--- src/hw/rtl/i2cbb_pkg.sv ---
// Package for the I2C bit-bang master: phase and command codes, and the
// word, result and sequencer state types. No dependencies.
package i2cbb_pkg;

    localparam logic [2:0] KIND_NONE  = 3'd0;
    localparam logic [2:0] KIND_START = 3'd1;
    localparam logic [2:0] KIND_STOP  = 3'd2;
    localparam logic [2:0] KIND_WRITE = 3'd3;
    localparam logic [2:0] KIND_WACK  = 3'd4;
    localparam logic [2:0] KIND_READ  = 3'd5;

    localparam logic [3:0] PH_IDLE    = 4'd0;
    localparam logic [3:0] PH_ST_A    = 4'd1;
    localparam logic [3:0] PH_ST_B    = 4'd2;
    localparam logic [3:0] PH_SP_A    = 4'd3;
    localparam logic [3:0] PH_SP_B    = 4'd4;
    localparam logic [3:0] PH_SP_C    = 4'd5;
    localparam logic [3:0] PH_WR_SET  = 4'd6;
    localparam logic [3:0] PH_WR_HI   = 4'd7;
    localparam logic [3:0] PH_WR_LO   = 4'd8;
    localparam logic [3:0] PH_WA_A    = 4'd9;
    localparam logic [3:0] PH_WA_B    = 4'd10;
    localparam logic [3:0] PH_WA_POLL = 4'd11;
    localparam logic [3:0] PH_RD_LO   = 4'd12;
    localparam logic [3:0] PH_RD_HI   = 4'd13;
    localparam logic [3:0] PH_AK_LO   = 4'd14;
    localparam logic [3:0] PH_AK_HI   = 4'd15;

    localparam logic CFG_HALF_PERIOD = 1'b0;
    localparam logic CFG_ACK_TIMEOUT = 1'b1;

    localparam logic [7:0] HALF_PERIOD_RST = 8'd1;
    localparam logic [7:0] ACK_TIMEOUT_RST = 8'd250;

    typedef struct packed {
        logic [2:0] kind;
        logic [7:0] write_byte;
        logic       ack_after_read;
        logic       sda_level;
    } t_item;

    typedef struct packed {
        logic       scl_level;
        logic       sda_drive;
        logic       busy_res;
        logic       done_res;
        logic [7:0] read_data;
        logic       ack_missing;
    } t_res;

    typedef struct packed {
        logic [3:0] phase;
        logic [7:0] delay_count;
        logic [2:0] bit_count;
        logic [7:0] shift_reg;
        logic [7:0] poll_count;
        logic       scl_out;
        logic       sda_out;
        logic       ack_after_hold;
        logic [7:0] read_byte;
        logic       ack_fail;
        logic       stop_fail;
    } t_state;

endpackage

--- src/hw/rtl/i2cbb_in_if.sv ---
// Input channel of the I2C bit-bang master: one word per bus tick.
// Depends on nothing.
interface i2cbb_in_if;
    logic       valid;
    logic       ready;
    logic [2:0] kind;
    logic [7:0] write_byte;
    logic       ack_after_read;
    logic       sda_level;

    modport source (output valid, kind, write_byte, ack_after_read, sda_level,
                    input ready);
    modport sink (input valid, kind, write_byte, ack_after_read, sda_level,
                  output ready);
endinterface

--- src/hw/rtl/i2cbb_out_if.sv ---
// Result channel of the I2C bit-bang master: pin levels and status per tick.
// Depends on nothing.
interface i2cbb_out_if;
    logic       valid;
    logic       ready;
    logic       scl_level;
    logic       sda_drive;
    logic       busy_res;
    logic       done_res;
    logic [7:0] read_data;
    logic       ack_missing;

    modport source (output valid, scl_level, sda_drive, busy_res, done_res,
                    read_data, ack_missing, input ready);
    modport sink (input valid, scl_level, sda_drive, busy_res, done_res,
                  read_data, ack_missing, output ready);
endinterface

--- src/hw/rtl/i2c_bitbang_master_unit.sv ---
// Top level of the I2C bit-bang master: input word register, sequencer step
// and result register. Depends on i2cbb_pkg, i2cbb_in_if, i2cbb_out_if, i2cbb_step.
// An accepted word passes through the input word register, then the result register.
// Throughput is one word per cycle while the result channel does not stall; the sequencer state advances once per word.
// Reset is synchronous and active low; it empties both registers, returns the
// sequencer to idle with both lines released and restores the register defaults.
module i2c_bitbang_master_unit
    import i2cbb_pkg::*;
(
    input  logic        i_clk,
    input  logic        i_rst_n,
    i2cbb_in_if.sink    i_in,
    i2cbb_out_if.source o_out,
    input  logic        i_cfg_we,
    input  logic        i_cfg_idx,
    input  logic [7:0]  i_cfg_data
);

    logic       r_s1_valid;
    t_item      r_s1_item;
    logic       r_out_valid;
    t_res       r_out;
    t_state     r_st;
    logic [7:0] r_half_period;
    logic [7:0] r_ack_timeout;
    t_state     n_st;
    t_res       n_res;
    logic       s1_adv;
    logic       in_ready;

    assign s1_adv   = r_s1_valid && (!r_out_valid || o_out.ready);
    assign in_ready = !r_s1_valid || s1_adv;
    assign i_in.ready = in_ready;

    i2cbb_step u_step (
        .i_state       (r_st),
        .i_item        (r_s1_item),
        .i_half_period (r_half_period),
        .i_ack_timeout (r_ack_timeout),
        .o_state       (n_st),
        .o_res         (n_res)
    );

    always_ff @(posedge i_clk) begin
        if (!i_rst_n) begin
            r_s1_valid <= 1'b0;
        end else if (in_ready) begin
            r_s1_valid <= i_in.valid;
        end
    end

    always_ff @(posedge i_clk) begin
        if (in_ready && i_in.valid) begin
            r_s1_item.kind           <= i_in.kind;
            r_s1_item.write_byte     <= i_in.write_byte;
            r_s1_item.ack_after_read <= i_in.ack_after_read;
            r_s1_item.sda_level      <= i_in.sda_level;
        end
    end

    always_ff @(posedge i_clk) begin
        if (!i_rst_n) begin
            r_out_valid <= 1'b0;
        end else if (!r_out_valid || o_out.ready) begin
            r_out_valid <= r_s1_valid;
        end
    end

    always_ff @(posedge i_clk) begin
        if (s1_adv) begin
            r_out <= n_res;
        end
    end

    always_ff @(posedge i_clk) begin
        if (!i_rst_n) begin
            r_st.phase          <= PH_IDLE;
            r_st.delay_count    <= 8'd0;
            r_st.bit_count      <= 3'd0;
            r_st.shift_reg      <= 8'd0;
            r_st.poll_count     <= 8'd0;
            r_st.scl_out        <= 1'b1;
            r_st.sda_out        <= 1'b1;
            r_st.ack_after_hold <= 1'b0;
            r_st.read_byte      <= 8'd0;
            r_st.ack_fail       <= 1'b0;
            r_st.stop_fail      <= 1'b0;
        end else if (s1_adv) begin
            r_st <= n_st;
        end
    end

    always_ff @(posedge i_clk) begin
        if (!i_rst_n) begin
            r_half_period <= HALF_PERIOD_RST;
            r_ack_timeout <= ACK_TIMEOUT_RST;
        end else if (i_cfg_we) begin
            unique case (i_cfg_idx)
                CFG_HALF_PERIOD: r_half_period <= i_cfg_data;
                CFG_ACK_TIMEOUT: r_ack_timeout <= i_cfg_data;
                default: begin
                end
            endcase
        end
    end

    assign o_out.valid       = r_out_valid;
    assign o_out.scl_level   = r_out.scl_level;
    assign o_out.sda_drive   = r_out.sda_drive;
    assign o_out.busy_res    = r_out.busy_res;
    assign o_out.done_res    = r_out.done_res;
    assign o_out.read_data   = r_out.read_data;
    assign o_out.ack_missing = r_out.ack_missing;

    a_idle_no_delay: assert property (@(posedge i_clk) disable iff (!i_rst_n)
        (r_st.phase == PH_IDLE) |-> (r_st.delay_count == 8'd0))
        else $error("Delay count left non-zero in idle.");

    a_stop_fail_in_stop: assert property (@(posedge i_clk) disable iff (!i_rst_n)
        r_st.stop_fail |-> (r_st.phase == PH_SP_A || r_st.phase == PH_SP_B ||
                            r_st.phase == PH_SP_C))
        else $error("Timeout flag set outside the stop sequence.");

    a_stall_holds_word: assert property (@(posedge i_clk) disable iff (!i_rst_n)
        !in_ready |-> (r_s1_valid && r_out_valid && !o_out.ready))
        else $error("Input stalled without a full pipeline.");

    a_done_not_busy: assert property (@(posedge i_clk) disable iff (!i_rst_n)
        (s1_adv && n_res.done_res) |=> (r_st.phase == PH_IDLE && !r_out.busy_res))
        else $error("Finished command left the sequencer busy.");

endmodule

--- src/hw/rtl/i2cbb_step.sv ---
// Next-state and result logic of the I2C bit-bang sequencer for one tick.
// Depends on i2cbb_pkg.
module i2cbb_step
    import i2cbb_pkg::*;
(
    input  t_state     i_state,
    input  t_item      i_item,
    input  logic [7:0] i_half_period,
    input  logic [7:0] i_ack_timeout,
    output t_state     o_state,
    output t_res       o_res
);

    t_state     n_st;
    logic       done;
    logic [7:0] hold_cnt;

    assign hold_cnt = (i_half_period == 8'd0) ? 8'd0 : i_half_period - 8'd1;

    always_comb begin
        n_st = i_state;
        done = 1'b0;
        if (i_state.phase == PH_IDLE) begin
            unique case (i_item.kind)
                KIND_START: begin
                    n_st.scl_out = 1'b1;
                    n_st.sda_out = 1'b1;
                    n_st.phase = PH_ST_A;
                    n_st.delay_count = hold_cnt;
                end
                KIND_STOP: begin
                    n_st.scl_out = 1'b0;
                    n_st.sda_out = 1'b0;
                    n_st.phase = PH_SP_A;
                    n_st.delay_count = hold_cnt;
                end
                KIND_WRITE: begin
                    n_st.scl_out = 1'b0;
                    n_st.shift_reg = i_item.write_byte;
                    n_st.bit_count = 3'd0;
                    n_st.sda_out = i_item.write_byte[7];
                    n_st.phase = PH_WR_SET;
                    n_st.delay_count = hold_cnt;
                end
                KIND_WACK: begin
                    n_st.sda_out = 1'b1;
                    n_st.poll_count = 8'd0;
                    n_st.ack_fail = 1'b0;
                    n_st.stop_fail = 1'b0;
                    n_st.phase = PH_WA_A;
                    n_st.delay_count = hold_cnt;
                end
                KIND_READ: begin
                    n_st.sda_out = 1'b1;
                    n_st.scl_out = 1'b0;
                    n_st.shift_reg = 8'd0;
                    n_st.bit_count = 3'd0;
                    n_st.ack_after_hold = i_item.ack_after_read;
                    n_st.phase = PH_RD_LO;
                    n_st.delay_count = hold_cnt;
                end
                default: begin
                end
            endcase
        end else if (i_state.phase != PH_WA_POLL && i_state.delay_count != 8'd0) begin
            n_st.delay_count = i_state.delay_count - 8'd1;
        end else begin
            unique case (i_state.phase)
                PH_ST_A: begin
                    n_st.sda_out = 1'b0;
                    n_st.phase = PH_ST_B;
                    n_st.delay_count = hold_cnt;
                end
                PH_SP_A: begin
                    n_st.scl_out = 1'b1;
                    n_st.phase = PH_SP_B;
                    n_st.delay_count = hold_cnt;
                end
                PH_SP_B: begin
                    n_st.sda_out = 1'b1;
                    n_st.phase = PH_SP_C;
                    n_st.delay_count = hold_cnt;
                end
                PH_SP_C: begin
                    if (i_state.stop_fail) begin
                        n_st.ack_fail = 1'b1;
                        n_st.stop_fail = 1'b0;
                    end
                    n_st.phase = PH_IDLE;
                    n_st.delay_count = 8'd0;
                    done = 1'b1;
                end
                PH_WR_SET: begin
                    n_st.scl_out = 1'b1;
                    n_st.phase = PH_WR_HI;
                    n_st.delay_count = hold_cnt;
                end
                PH_WR_HI: begin
                    n_st.scl_out = 1'b0;
                    n_st.phase = PH_WR_LO;
                    n_st.delay_count = hold_cnt;
                end
                PH_WR_LO: begin
                    if (i_state.bit_count == 3'd7) begin
                        n_st.phase = PH_IDLE;
                        n_st.delay_count = 8'd0;
                        done = 1'b1;
                    end else begin
                        n_st.bit_count = i_state.bit_count + 3'd1;
                        n_st.shift_reg = {i_state.shift_reg[6:0], 1'b0};
                        n_st.sda_out = i_state.shift_reg[6];
                        n_st.phase = PH_WR_SET;
                        n_st.delay_count = hold_cnt;
                    end
                end
                PH_WA_A: begin
                    n_st.scl_out = 1'b1;
                    n_st.phase = PH_WA_B;
                    n_st.delay_count = hold_cnt;
                end
                PH_WA_B, PH_WA_POLL: begin
                    n_st.phase = PH_WA_POLL;
                    n_st.delay_count = 8'd0;
                    if (!i_item.sda_level) begin
                        n_st.scl_out = 1'b0;
                        n_st.phase = PH_IDLE;
                        done = 1'b1;
                    end else if (i_state.poll_count >= i_ack_timeout) begin
                        n_st.stop_fail = 1'b1;
                        n_st.scl_out = 1'b0;
                        n_st.sda_out = 1'b0;
                        n_st.phase = PH_SP_A;
                        n_st.delay_count = hold_cnt;
                    end else begin
                        n_st.poll_count = i_state.poll_count + 8'd1;
                    end
                end
                PH_RD_LO: begin
                    n_st.scl_out = 1'b1;
                    n_st.shift_reg = {i_state.shift_reg[6:0], i_item.sda_level};
                    n_st.phase = PH_RD_HI;
                    n_st.delay_count = hold_cnt;
                end
                PH_RD_HI: begin
                    n_st.scl_out = 1'b0;
                    if (i_state.bit_count == 3'd7) begin
                        n_st.sda_out = ~i_state.ack_after_hold;
                        n_st.phase = PH_AK_LO;
                    end else begin
                        n_st.bit_count = i_state.bit_count + 3'd1;
                        n_st.phase = PH_RD_LO;
                    end
                    n_st.delay_count = hold_cnt;
                end
                PH_AK_LO: begin
                    n_st.scl_out = 1'b1;
                    n_st.phase = PH_AK_HI;
                    n_st.delay_count = hold_cnt;
                end
                PH_AK_HI: begin
                    n_st.scl_out = 1'b0;
                    n_st.read_byte = i_state.shift_reg;
                    n_st.phase = PH_IDLE;
                    n_st.delay_count = 8'd0;
                    done = 1'b1;
                end
                default: begin
                    n_st.scl_out = (i_state.phase == PH_ST_B) ? 1'b0 : i_state.scl_out;
                    n_st.phase = PH_IDLE;
                    n_st.delay_count = 8'd0;
                    done = 1'b1;
                end
            endcase
        end
    end

    assign o_state = n_st;

    always_comb begin
        o_res.scl_level   = n_st.scl_out;
        o_res.sda_drive   = n_st.sda_out;
        o_res.busy_res    = (n_st.phase != PH_IDLE);
        o_res.done_res    = done;
        o_res.read_data   = n_st.read_byte;
        o_res.ack_missing = n_st.ack_fail;
    end

endmodule
--- src/flat_wrapper.sv ---
// flat-port wrapper written by rule: the top's interface ports become plain ports
module i2c_bitbang_master_unit_flat import i2cbb_pkg::*;
  (i_clk, i_rst_n, i_cfg_we, i_cfg_idx, i_cfg_data, i_in_valid, i_in_kind, i_in_write_byte, i_in_ack_after_read, i_in_sda_level, i_in_ready, o_out_valid, o_out_scl_level, o_out_sda_drive, o_out_busy_res, o_out_done_res, o_out_read_data, o_out_ack_missing, o_out_ready);
  i2cbb_in_if i_in_i ();
  i2cbb_out_if o_out_i ();
  input  logic i_clk;
  input  logic i_rst_n;
  input  logic i_cfg_we;
  input  logic i_cfg_idx;
  input  logic [7:0] i_cfg_data;
  input wire logic [$bits(i_in_i.valid)-1:0] i_in_valid;
  input wire logic [$bits(i_in_i.kind)-1:0] i_in_kind;
  input wire logic [$bits(i_in_i.write_byte)-1:0] i_in_write_byte;
  input wire logic [$bits(i_in_i.ack_after_read)-1:0] i_in_ack_after_read;
  input wire logic [$bits(i_in_i.sda_level)-1:0] i_in_sda_level;
  output wire logic [$bits(i_in_i.ready)-1:0] i_in_ready;
  output wire logic [$bits(o_out_i.valid)-1:0] o_out_valid;
  output wire logic [$bits(o_out_i.scl_level)-1:0] o_out_scl_level;
  output wire logic [$bits(o_out_i.sda_drive)-1:0] o_out_sda_drive;
  output wire logic [$bits(o_out_i.busy_res)-1:0] o_out_busy_res;
  output wire logic [$bits(o_out_i.done_res)-1:0] o_out_done_res;
  output wire logic [$bits(o_out_i.read_data)-1:0] o_out_read_data;
  output wire logic [$bits(o_out_i.ack_missing)-1:0] o_out_ack_missing;
  input wire logic [$bits(o_out_i.ready)-1:0] o_out_ready;
  assign i_in_i.valid = i_in_valid;
  assign i_in_i.kind = i_in_kind;
  assign i_in_i.write_byte = i_in_write_byte;
  assign i_in_i.ack_after_read = i_in_ack_after_read;
  assign i_in_i.sda_level = i_in_sda_level;
  assign i_in_ready = i_in_i.ready;
  assign o_out_valid = o_out_i.valid;
  assign o_out_scl_level = o_out_i.scl_level;
  assign o_out_sda_drive = o_out_i.sda_drive;
  assign o_out_busy_res = o_out_i.busy_res;
  assign o_out_done_res = o_out_i.done_res;
  assign o_out_read_data = o_out_i.read_data;
  assign o_out_ack_missing = o_out_i.ack_missing;
  assign o_out_i.ready = o_out_ready;
  i2c_bitbang_master_unit u_core (.i_clk(i_clk), .i_rst_n(i_rst_n), .i_in(i_in_i), .o_out(o_out_i), .i_cfg_we(i_cfg_we), .i_cfg_idx(i_cfg_idx), .i_cfg_data(i_cfg_data));
endmodule
--- config.mk ---
export PLATFORM = sky130hd
export DESIGN_NAME = i2c_bitbang_master_unit_flat
export DESIGN_NICKNAME = d
export VERILOG_FILES = /design/src/hw/rtl/i2cbb_pkg.sv /design/src/hw/rtl/i2cbb_in_if.sv /design/src/hw/rtl/i2cbb_out_if.sv /design/src/hw/rtl/i2c_bitbang_master_unit.sv /design/src/hw/rtl/i2cbb_step.sv /design/src/flat_wrapper.sv
export SDC_FILE = /design/constraint.sdc
export NUM_CORES = 1
export LEC_CHECK = 0
export ABC_AREA = 1
export ABC_CLOCK_PERIOD_IN_PS = 2000
export BUFFER_PORTS_ARGS = -buffer_cell sky130_fd_sc_hd__buf_4
export CAP_MARGIN = 20
export CORE_MARGIN = 3
export CORE_UTILIZATION = 48
export CTS_CLUSTER_DIAMETER = 200
export DETAILED_ROUTE_END_ITERATION = 8
export PLACE_DENSITY_LB_ADDON = 0.25
export REMOVE_ABC_BUFFERS = 1
export SETUP_SLACK_MARGIN = 0.15
export SYNTH_ARGS = -nofsm -noshare
export SYNTH_HDL_FRONTEND = slang
export SYNTH_SLANG_ARGS = --single-unit
--- constraint.sdc ---
create_clock -name i_clk -period 2 [get_ports i_clk]
set_input_delay 0.4 -clock i_clk [delete_from_list [all_inputs] [get_ports i_clk]]
set_output_delay 0.4 -clock i_clk [all_outputs]
set_load 0.05 [all_outputs]
==> metrics <==
gr usage total=21.8%; Syn Inst Count=642; CP delay by family, top=simple AND/OR/NAND/NOR gates; ys flop type=dfxtp_1; port bufs=41; Antenna Cells=0; drt total wl=12100 µm; # clock sinks=88; yosys warns=0; H-tree Lvls=3; DR vias=4417; most used cell, CP=nand2_4; slowest cell on the critical path=dfxtp_1; vias in the first global route=4164; fin crit period=1.82 ns; die area=11000 µm²; syn_area_per_cell=7.31 µm²; clock buffer depth=2; Die H=105 µm; Post-synth EDFFs=26; FF+latch area=2050 µm²; share of cells above drive strength 1=26.3%; final hold violation count=0; actual slew at the worst max-slew pin=0.726 ns; commonest non-fill, non-tap cell in the layout=nand2_1; First DRT Iteration DRCs=229; I/O pin count=42; Core ar.=9370 µm²; fin crit share=91.2%; post-synthesis sequential area ratio=43.1%; drt first pass iters=5; max incr delay on CP=0.35 ns; Final HPWL DP=8560 µm; Initial Util=50.1%; area delta synth->final=23.9%; initial antenna violation count=0; # DRC=0; #FFs+latches synth=88; Clk pwr share=28.1%; PD cells=761 nW/µm²; CP Launch Type=flop; Yosys top cell area share=26.4%; Inst Count DP=816; Post-synth ARST share=0%; Root Driver=clkbuf_8; VDD IR max=0.478 mV; final-stage net count=749; DR vias/cell=5.25; total CTS buffers=9; area leader, netlist=dfxtp_1; Combinational Power Share=26.0%; Reg power frac=45.9%; Final Skew=0.0161 ns; RSZ-0062 raised after global routing=true; WP data arrival=2.12 ns; P_leak=2.59 nW; floorplan row count=35; area of the multi-input gates=2480 µm²; CP Capture Type=flop; power consumption=0.00443 W; Die Wd=105 µm; Pins Over Slew Limit=0; global placer's final weighted congestion=0.921; Worst Hold Slack=0.202 ns; slew margin rel.=51.5%; Syn Std Cell Area=4690 µm²; # setup viols final=0; type of the worst setup path=reg -> reg; Worst-Skew Late Latency=0.36 ns; maxcap violations=0; most area-consuming cells after synthesis=dfxtp_1 26%, edfxtp_1 17%, nand2_1 9.8%, inv_1 6.8%, a21oi_1 6.2%; first-pass GRT wire length=19600 µm; min-delay worst type=in -> reg; cells along the critical path=inv_2 > ha_4 > nand2_1 > nor2_2 > nor2_1 > nand2_1 > nand2_2 > nand2_4 > nand2_2 > nand2_4 > nand2_4 > nand2_4 > nand3_2 > a21oi_1; most frequent cells in the layout=111 x nand2_1, 73 x inv_1, 69 x buf_4; FILL cells=841; Wirelength per Cell=14.4 µm; clock-pin slew on the worst setup and hold paths=0.11 ns; Fmax=0.548 GHz; Yosys cell types=36; Crit path required time=2.30 ns; Psw=0.00156 W; total gr overflow=0; Routed Antenna Nets=0; Buf/Inv on CP=1; CTS tree=yes; Switching Fraction=35.3%; status=complete, no violations; pin count of the biggest net entering global routing=38; Internal Power=0.00287 W; Critical Path Fanout Max=5; Non-Filler Instances=841
==> synthesized netlist by cell type, types with 2 or more instances <==
library cell,n
nor2_4,2
inv_2,7
nand3b_1,2
clkbuf_1,12
nand4_1,5
nand2_1,123
xnor2_1,3
nand3_1,38
dfxtp_1,62
a21oi_1,58
o211ai_1,8
edfxtp_1,26
o21a_1,2
ha_1,15
a31oi_1,2
nor2_1,75
nand2_2,5
nor2_2,5
a21boi_0,3
nor4_1,4
buf_2,5
o21ai_0,58
o21ai_1,9
xor2_1,7
inv_1,85
buf_6,3
nor3_1,9
==> layer usage <==
metal  vias to the layer above  global-route usage (%)  wire, µm
met4                         0                    6.84       180
met3                        11                    3.64       655
met2                       143                    34.9      5760
li1                       2243                       -         -
met1                      2020                    30.2      5530
met5                         -                       0         0
==> per-stage QoR <==
stage / instance area, µm² / setup TNS, ns / worst slack (ns) / utilization (%)
floorplan: 4590 / -4.27 / -0.334 / -
global placement: 5240 / 0 / 0.0291 / 56.0
detailed placement: 5240 / 0 / 0.00817 / 56.0
CTS: 5480 / 0 / 0.153 / 58.4
global route: 5820 / 0 / 0.0484 / 62.1
finish: 5820 / 0 / 0.177 / 62.1
==> kinds of logic (layout without fill, tap and decap cells) <==
family | Yosys count | in the layout | share of synthesized area (%)
compound gates | 144 | 144 | 16.5
simple gates | 271 | 271 | 24.8
xor+xnor | 10 | 10 | 1.87
flops | 88 | 88 | 43.1
fa+ha+maj | 15 | 15 | 4.00
buf+inv | 114 | 184 | 9.75
==> final cells by class <==
cell class / count / area share (%)
inverter: 93 / 6.06
tap: 129 / 2.77
sequential: 88 / 35.2
clock buffer: 9 / 2.13
clock inverter: 7 / 1.27
timing repair buffer: 75 / 9.96
multi-input combinational: 440 / 42.6
==> final timing paths <==
check,from,end,slack (ns),cells past startpoint
worst max-delay path,u_core.r_ack_timeout[3],u_core.r_st[34],0.18,14
worst min register to register,u_core.r_st[25],u_core.r_st[25],0.47,2
worst min-delay path,i_in_write_byte[6],u_core.r_s1_item[8],0.20,1
worst max register to register,u_core.r_ack_timeout[3],u_core.r_st[34],0.18,14
==> sequential cells by signal (all words and copies together), names as in the netlist, 8 cells and up <==
signal                  flops
u_core.r_s1_item           13
u_core.r_half_period        8
u_core.o_out.read_data      8
u_core.r_ack_timeout        8
u_core.r_st                44
==> power by group through the flow <==
stage	combinational (W)	clock [W]	sequential, W
finish	0.00115	0.00124	0.00203
global route	0.00128	0.00133	0.00205
CTS	0.00102	0.00127	0.00203
detailed placement	0.000991	0	0.00207
global placement	0.000976	0	0.00206
floorplan	0.000599	0	0.00211
==> what timing repair did <==
| item | 4_1_cts | 5_1_grt |
|---|---|---|
| pin swaps | 1 | 19 |
| hold buffers | 0 | 0 |
| endpoints found under the setup margin | 30 | 40 |
| resized for setup | 9 | 92 |
| setup buffers | 2 | 6 |
| cloned | 0 | 1 |
(Power assumes the default switching activity.)
